--- config.mk ---
export PLATFORM = sky130hd
export DESIGN_NAME = binary_to_decimal_ascii
export DESIGN_NICKNAME = d
export VERILOG_FILES = /design/src/hdl/bdascii_pkg.sv /design/src/hdl/binary_to_decimal_ascii.sv /design/src/hdl/bdascii_datapath.sv /design/src/hdl/bdascii_ctrl.sv
export SDC_FILE = /design/constraint.sdc
export NUM_CORES = 1
export LEC_CHECK = 0
export BUFFER_PORTS_ARGS = -buffer_cell sky130_fd_sc_hd__buf_2
export CORE_MARGIN = 8
export CORE_UTILIZATION = 50
export DETAILED_ROUTE_END_ITERATION = 8
export GPL_ROUTABILITY_DRIVEN = 0
export PLACE_DENSITY = 0.69
export SLEW_MARGIN = 20
export SYNTH_ARGS = -nofsm -noshare
export SYNTH_HDL_FRONTEND = slang
export SYNTH_SLANG_ARGS = --single-unit
--- constraint.sdc ---
create_clock -name i_clk -period 3.65 [get_ports i_clk]
set_clock_uncertainty 0.1 [all_clocks]
set_input_delay 0.365 -clock i_clk [delete_from_list [all_inputs] [get_ports i_clk]]
set_output_delay 0.365 -clock i_clk [all_outputs]
set_load 0.02 [all_outputs]
--- src/hdl/bdascii_pkg.sv ---
// shared types and constants for the binary to decimal ascii converter
package bdascii_pkg;

    localparam int MAX_DIGITS = 20;
    localparam int HARD_CAP   = 20;
    // digit count actually kept: a 64-bit value never needs more than twenty
    localparam int DIGITS     = (MAX_DIGITS > HARD_CAP) ? HARD_CAP :
                                ((MAX_DIGITS < 1) ? 1 : MAX_DIGITS);
    localparam int VALUE_W    = 64;
    localparam int BCD_W      = DIGITS * 4;
    localparam int POS_W      = (DIGITS > 1) ? $clog2(DIGITS) : 1;
    localparam int ITER_W     = $clog2(VALUE_W);
    localparam int CHAR_W     = 6;

    localparam logic [ITER_W-1:0] ITER_LAST  = ITER_W'(VALUE_W - 1);
    localparam logic [CHAR_W-1:0] ASCII_ZERO = CHAR_W'(48);

    typedef enum logic [1:0] {
        S_IDLE,
        S_CONV,
        S_LOCATE,
        S_EMIT
    } t_state;

    // commands from controller to datapath
    typedef struct packed {
        logic load;
        logic step;
        logic locate;
        logic advance;
    } t_dp_cmd;

    // status from datapath to controller
    typedef struct packed {
        logic pos_zero;
    } t_dp_sts;

endpackage

--- src/hdl/binary_to_decimal_ascii.sv ---
// top level: 64-bit unsigned value to decimal ascii digit words
// one word in, then shift and add-three conversion steps on a bcd register,
// a search for the leading digit, then one digit word per cycle while i_ready is high (1 to 20 words)
// the first digit shows once the leading digit is found; input ready again
// the cycle after the last digit is taken, and no new word is taken before then
// synchronous active low reset returns the controller to idle; no memories to clear
module binary_to_decimal_ascii
    import bdascii_pkg::*;
(
    input  logic               i_clk,
    input  logic               i_rst_n,
    input  logic               i_valid,
    output logic               o_ready,
    input  logic [VALUE_W-1:0] i_value,
    output logic               o_valid,
    input  logic               i_ready,
    output logic [CHAR_W-1:0]  o_digit_char,
    output logic               o_last
);

    t_dp_cmd dp_cmd;
    t_dp_sts dp_sts;

    // control
    bdascii_ctrl u_ctrl (
        .i_clk       (i_clk),
        .i_rst_n     (i_rst_n),
        .i_in_valid  (i_valid),
        .o_in_ready  (o_ready),
        .o_out_valid (o_valid),
        .i_out_ready (i_ready),
        .i_sts       (dp_sts),
        .o_cmd       (dp_cmd)
    );

    // datapath
    bdascii_datapath u_dp (
        .i_clk        (i_clk),
        .i_value      (i_value),
        .i_cmd        (dp_cmd),
        .o_sts        (dp_sts),
        .o_digit_char (o_digit_char)
    );

    assign o_last = dp_sts.pos_zero;

endmodule

--- src/hdl/bdascii_datapath.sv ---
// double dabble shift register, leading digit search and digit select
module bdascii_datapath
    import bdascii_pkg::*;
(
    input  logic                i_clk,
    input  logic [VALUE_W-1:0]  i_value,
    input  t_dp_cmd             i_cmd,
    output t_dp_sts             o_sts,
    output logic [CHAR_W-1:0]   o_digit_char
);

    logic [VALUE_W-1:0] r_bin, n_bin;
    logic [BCD_W-1:0]   r_bcd, n_bcd;
    logic [POS_W-1:0]   r_pos, n_pos;
    logic [BCD_W-1:0]   adj_bcd;
    logic [POS_W-1:0]   top_pos;
    logic [3:0]         sel_digit;

    // add three to every bcd digit of five or more
    always_comb begin
        for (int i = 0; i < DIGITS; i++) begin
            if (r_bcd[i*4 +: 4] >= 4'd5) begin
                adj_bcd[i*4 +: 4] = r_bcd[i*4 +: 4] + 4'd3;
            end else begin
                adj_bcd[i*4 +: 4] = r_bcd[i*4 +: 4];
            end
        end
    end

    // position of the most significant nonzero digit, zero if all are zero
    always_comb begin
        top_pos = '0;
        for (int i = 0; i < DIGITS; i++) begin
            if (r_bcd[i*4 +: 4] != 4'd0) begin
                top_pos = POS_W'(i);
            end
        end
    end

    // next values of the working registers
    always_comb begin
        n_bin = r_bin;
        n_bcd = r_bcd;
        n_pos = r_pos;
        if (i_cmd.load) begin
            n_bin = i_value;
            n_bcd = '0;
        end else if (i_cmd.step) begin
            n_bin = {r_bin[VALUE_W-2:0], 1'b0};
            n_bcd = {adj_bcd[BCD_W-2:0], r_bin[VALUE_W-1]};
        end
        if (i_cmd.locate) begin
            n_pos = top_pos;
        end else if (i_cmd.advance) begin
            n_pos = r_pos - POS_W'(1);
        end
    end

    // payload registers
    always_ff @(posedge i_clk) begin
        r_bin <= n_bin;
        r_bcd <= n_bcd;
        r_pos <= n_pos;
    end

    // current digit as ascii
    assign sel_digit      = r_bcd[r_pos*4 +: 4];
    assign o_digit_char   = ASCII_ZERO | {{(CHAR_W-4){1'b0}}, sel_digit};
    assign o_sts.pos_zero = (r_pos == '0);

endmodule

--- src/hdl/bdascii_ctrl.sv ---
// controller state machine: accept, convert, locate, emit
module bdascii_ctrl
    import bdascii_pkg::*;
(
    input  logic    i_clk,
    input  logic    i_rst_n,
    input  logic    i_in_valid,
    output logic    o_in_ready,
    output logic    o_out_valid,
    input  logic    i_out_ready,
    input  t_dp_sts i_sts,
    output t_dp_cmd o_cmd
);

    t_state            r_state, n_state;
    logic [ITER_W-1:0] r_iter, n_iter;

    // state and iteration counter registers
    always_ff @(posedge i_clk) begin
        if (!i_rst_n) begin
            r_state <= S_IDLE;
            r_iter  <= '0;
        end else begin
            r_state <= n_state;
            r_iter  <= n_iter;
        end
    end

    // next state
    always_comb begin
        n_state = r_state;
        case (r_state)
            S_IDLE: begin
                if (i_in_valid) begin
                    n_state = S_CONV;
                end
            end
            S_CONV: begin
                if (r_iter == ITER_LAST) begin
                    n_state = S_LOCATE;
                end
            end
            S_LOCATE: begin
                n_state = S_EMIT;
            end
            S_EMIT: begin
                if (i_out_ready && i_sts.pos_zero) begin
                    n_state = S_IDLE;
                end
            end
            default: begin
                n_state = S_IDLE;
            end
        endcase
    end

    // outputs and counter
    always_comb begin
        o_cmd       = '0;
        o_in_ready  = 1'b0;
        o_out_valid = 1'b0;
        n_iter      = r_iter;
        case (r_state)
            S_IDLE: begin
                o_in_ready = 1'b1;
                o_cmd.load = i_in_valid;
                n_iter     = '0;
            end
            S_CONV: begin
                o_cmd.step = 1'b1;
                n_iter     = r_iter + ITER_W'(1);
            end
            S_LOCATE: begin
                o_cmd.locate = 1'b1;
            end
            S_EMIT: begin
                o_out_valid   = 1'b1;
                o_cmd.advance = i_out_ready && !i_sts.pos_zero;
            end
            default: begin
                o_cmd = '0;
            end
        endcase
    end

endmodule

==> results.cfg <==
[run_status]
status = completed

[global_route]
grt_start_max_net_pins = 152
grt.total_usage = 0.183
globalRouteOverflowTotal = 0
wire_length_of_the_first_global_routing_pass_mm = 33.3
grt_antenna_before_repair = 0
first_global_vias = 6869

[synth]
netlist-cell-type-count = 49
synth_ff_type = dfxtp_1
synth.avg_cell_area_um2 = 8.84
netlist_top_cells_area = edfxtp_1 23%, dfxtp_1 20%, nand2_1 10%
yosys.area_share.simple = 0.226
main_combinational_cell_family_by_area_after_synthesis = simple AND/OR/NAND/NOR gates
synthCells = 1018
seq_total_area_yosys = 0.426
fraction_of_synthesized_cell_area_taken_by_the_top_area_cell_type = 0.230
synth_fa_ha_area_frac = 0.0667
synth_compound_area_frac = 0.124
xor_xnor_share_of_the_synthesized_area = 0.0419
yosysTopAreaCell = edfxtp_1
synth-warning-count = 0
ys_async_sr_fraction = 0
synth_seq_cells = 157
synthesis.area_um2 = 9000
edff_count_synth = 69
muxShareOfSynthArea = 0.0701

[floorplanning]
design.core.area_um2 = 17800
initial_core_utilization = 0.504
chip_height_um = 150
placement_rows = 49
die-area_um2 = 22500
die-width_um = 150
top_level_pins = 77

[final_layout]
drive_above_1_share = 0.125
layout-area-overhead-vs-synth_pct = 12.1
nFillCells = 1606
layout_commonest_cell = nand2_1
core_occupancy_in_the_finished_layout = 0.565
count_of_antenna_diodes_in_the_layout = 0
most-common-layout-cells = 246 x nand2_1, 88 x dfxtp_1, 74 x buf_2
fin_nets = 1185

[critical_path]
end_kind = output port
crit_path_max_incr_delay_ns = 0.70
critPathMaxFanout = 15
critical_path_required_ns = 3.18
worst-setup-path-type = reg2out
r2r-start = u_dp.r_pos[1]$_DFFE_PP_
reg2reg_setup_slack_ns = 1.10
timing.critical_path.slowest_stage_cell = edfxtp_1
cp_startpoint = u_dp.r_pos[0]$_DFFE_PP_
arrival_time_worst_endpoint_ns = 2.56
timing.critical_path.cells = buf_4 > mux4_2 > mux2i_1 > o221ai_1 > buf_2
worst_r2r_endpoint = u_dp.r_pos[3]$_DFFE_PP_
critical_path_startpoint_category = flip-flop
reg2regPathDepth = 4
cp-endpoint = o_digit_char[0]

[routing]
avgViaCountPerCell = 5.45
postRouteAntennaNets = 0
routed-via-count = 7139
drc_errors = 0
drt-wirelength-per-cell_um = 15.1
drt-initial-drc-count = 485
drt_pass_1_iters = 5
routed_wl_mm = 19.8

[power_and_ir_drop]
internal-power_w = 0.00396
sequentialPowerShare = 0.445
swShare = 0.343
p_sw_w = 0.00207
peakVddDrop_mv = 0.423
power.share.combinational = 0.281
clkPwrFrac = 0.274
leak_pwr_nw = 4.10
power.density_nw_per_um2 = 597

[clocking]
cts_tree = done
cts_buffer_depth = 2
postCtsSetupBuffers = 0
ctsRootBufferMaster = clkbuf_16
postCtsHoldBufs = 0
numClockSinks = 157
post_cts_resize_count = 0
clk_pin_slew_worst_paths_ns = 0.07
clock_latency_ns = 0.44
htreeDepth = 4
cts_made_buffers = 17

[job]
timing.max_cap.violations = 0

[placed_design]
hpwlAfterDp_mm = 13.5
quantity_of_i_o_buffers_inserted_on_ports = 74

[sta]
finalHoldViolations = 0
max_slew_margin = 0.473
final-setup-viol-count = 0
min_period_over_period = 0.828
timing.fmax_ghz = 0.331
final_max_slew_viol_count = 0
grt_setup_unrepaired = false
fin_crit_ns = 3.02
setup_total_negative_slack_ns = 0
tightestPinTransition_ns = 0.790

[worst_hold_path]
hold_path.class = in2reg
-- cells by family (layout without fill, tap and decap cells) --
group           Yosys count  in the layout
simple gates            437            437
buf+inv                 100            163
xor+xnor                 43             43
flops                   157            157
other cells               1              2
compound gates          184            184
mux                      48             48
fa+ha+maj                48             48
-- how the worst min path moves through the flow --
stage | cells past startpoint | slack (ns) | endpoint | from
floorplan | 2 | 0.36 | u_dp.r_bcd[0]$_SDFFE_PP0P_ | u_dp.r_bin[63]$_DFFE_PP_
global placement | 2 | 0.37 | u_dp.r_bcd[0]$_SDFFE_PP0P_ | u_dp.r_bin[63]$_DFFE_PP_
detailed placement | 2 | 0.38 | u_dp.r_bcd[0]$_SDFFE_PP0P_ | u_dp.r_bin[63]$_DFFE_PP_
CTS | 3 | 0.06 | u_dp.r_bin[29]$_DFFE_PP_ | i_value[29]
global route | 3 | 0.07 | u_dp.r_bin[49]$_DFFE_PP_ | i_value[49]
finish | 3 | 0.08 | u_dp.r_bin[30]$_DFFE_PP_ | i_value[30]
-- per-layer routing --
| metal | GRT usage | vias up | share of wire |
|---|---|---|---|
| li1 | - | 3597 | - |
| met1 | 0.242 | 3321 | 0.48 |
| met2 | 0.269 | 162 | 0.44 |
| met3 | 0.0481 | 59 | 0.044 |
| met4 | 0.100 | 0 | 0.038 |
| met5 | 0 | - | 0 |
-- critical path: cells and delay by family (launching register included) --
kind            cells  cell delay, ns
mux                 2            0.72
compound gates      1            0.19
buf+inv             2            0.51
flops               1            0.70
-- power groups by stage --
stage	Sequential, W	Clock (W)	Combinational, W
finish	0.00268	0.00165	0.00169
global route	0.00272	0.00176	0.00191
CTS	0.00267	0.00169	0.00171
detailed placement	0.00270	0	0.00170
global placement	0.00269	0	0.00169
floorplan	0.00264	0	0.00135
-- stage by stage --
step	std cells	power [W]	setup slack (ns)	cell area, µm²	hold slack (ns)
2_1_floorplan	1019	0.00399	0.385	9000	0.356
3_3_place_gp	1279	0.00438	1.15	9550	0.372
3_5_place_dp	1279	0.00441	1.13	9550	0.380
4_1_cts	1311	0.00607	0.652	10100	0.0646
5_1_grt	1311	0.00639	0.424	10100	0.0684
6_report	1311	0.00602	0.627	10100	0.0843
-- area by class of cell --
cell class	count	area (µm²)	area share
inverter	50	188	0.0186
multi-input combinational	762	4780	0.474
clock buffer	18	429	0.0426
clock inverter	14	108	0.0107
sequential	157	3830	0.380
timing repair buffer	81	460	0.0457
tap	229	287	0.0284
-- registers in the layout, summed over array words and instances, names as in the netlist --
| register | flops |
|---|---|
| u_dp.r_bcd | 80 |
| u_dp.r_bin | 64 |
| u_ctrl.r_iter | 6 |
| u_dp.r_pos | 5 |
| u_ctrl.r_state | 2 |
-- synthesized netlist by cell type (5+ instances only) --
cell type,instances
nor3b_1,12
nor2_1,32
mux2i_1,36
nand4_1,6
ha_1,48
or3b_1,5
buf_2,17
clkbuf_1,28
dfxtp_1,88
mux4_2,12
o21ai_0,46
a21o_1,19
inv_1,49
a21oi_1,69
xnor2_1,42
edfxtp_1,69
nor2b_1,11
nand2_1,247
o211ai_1,22
nand3_1,48
nand2b_1,59
Note: power is estimated with default switching activity, not from simulation.
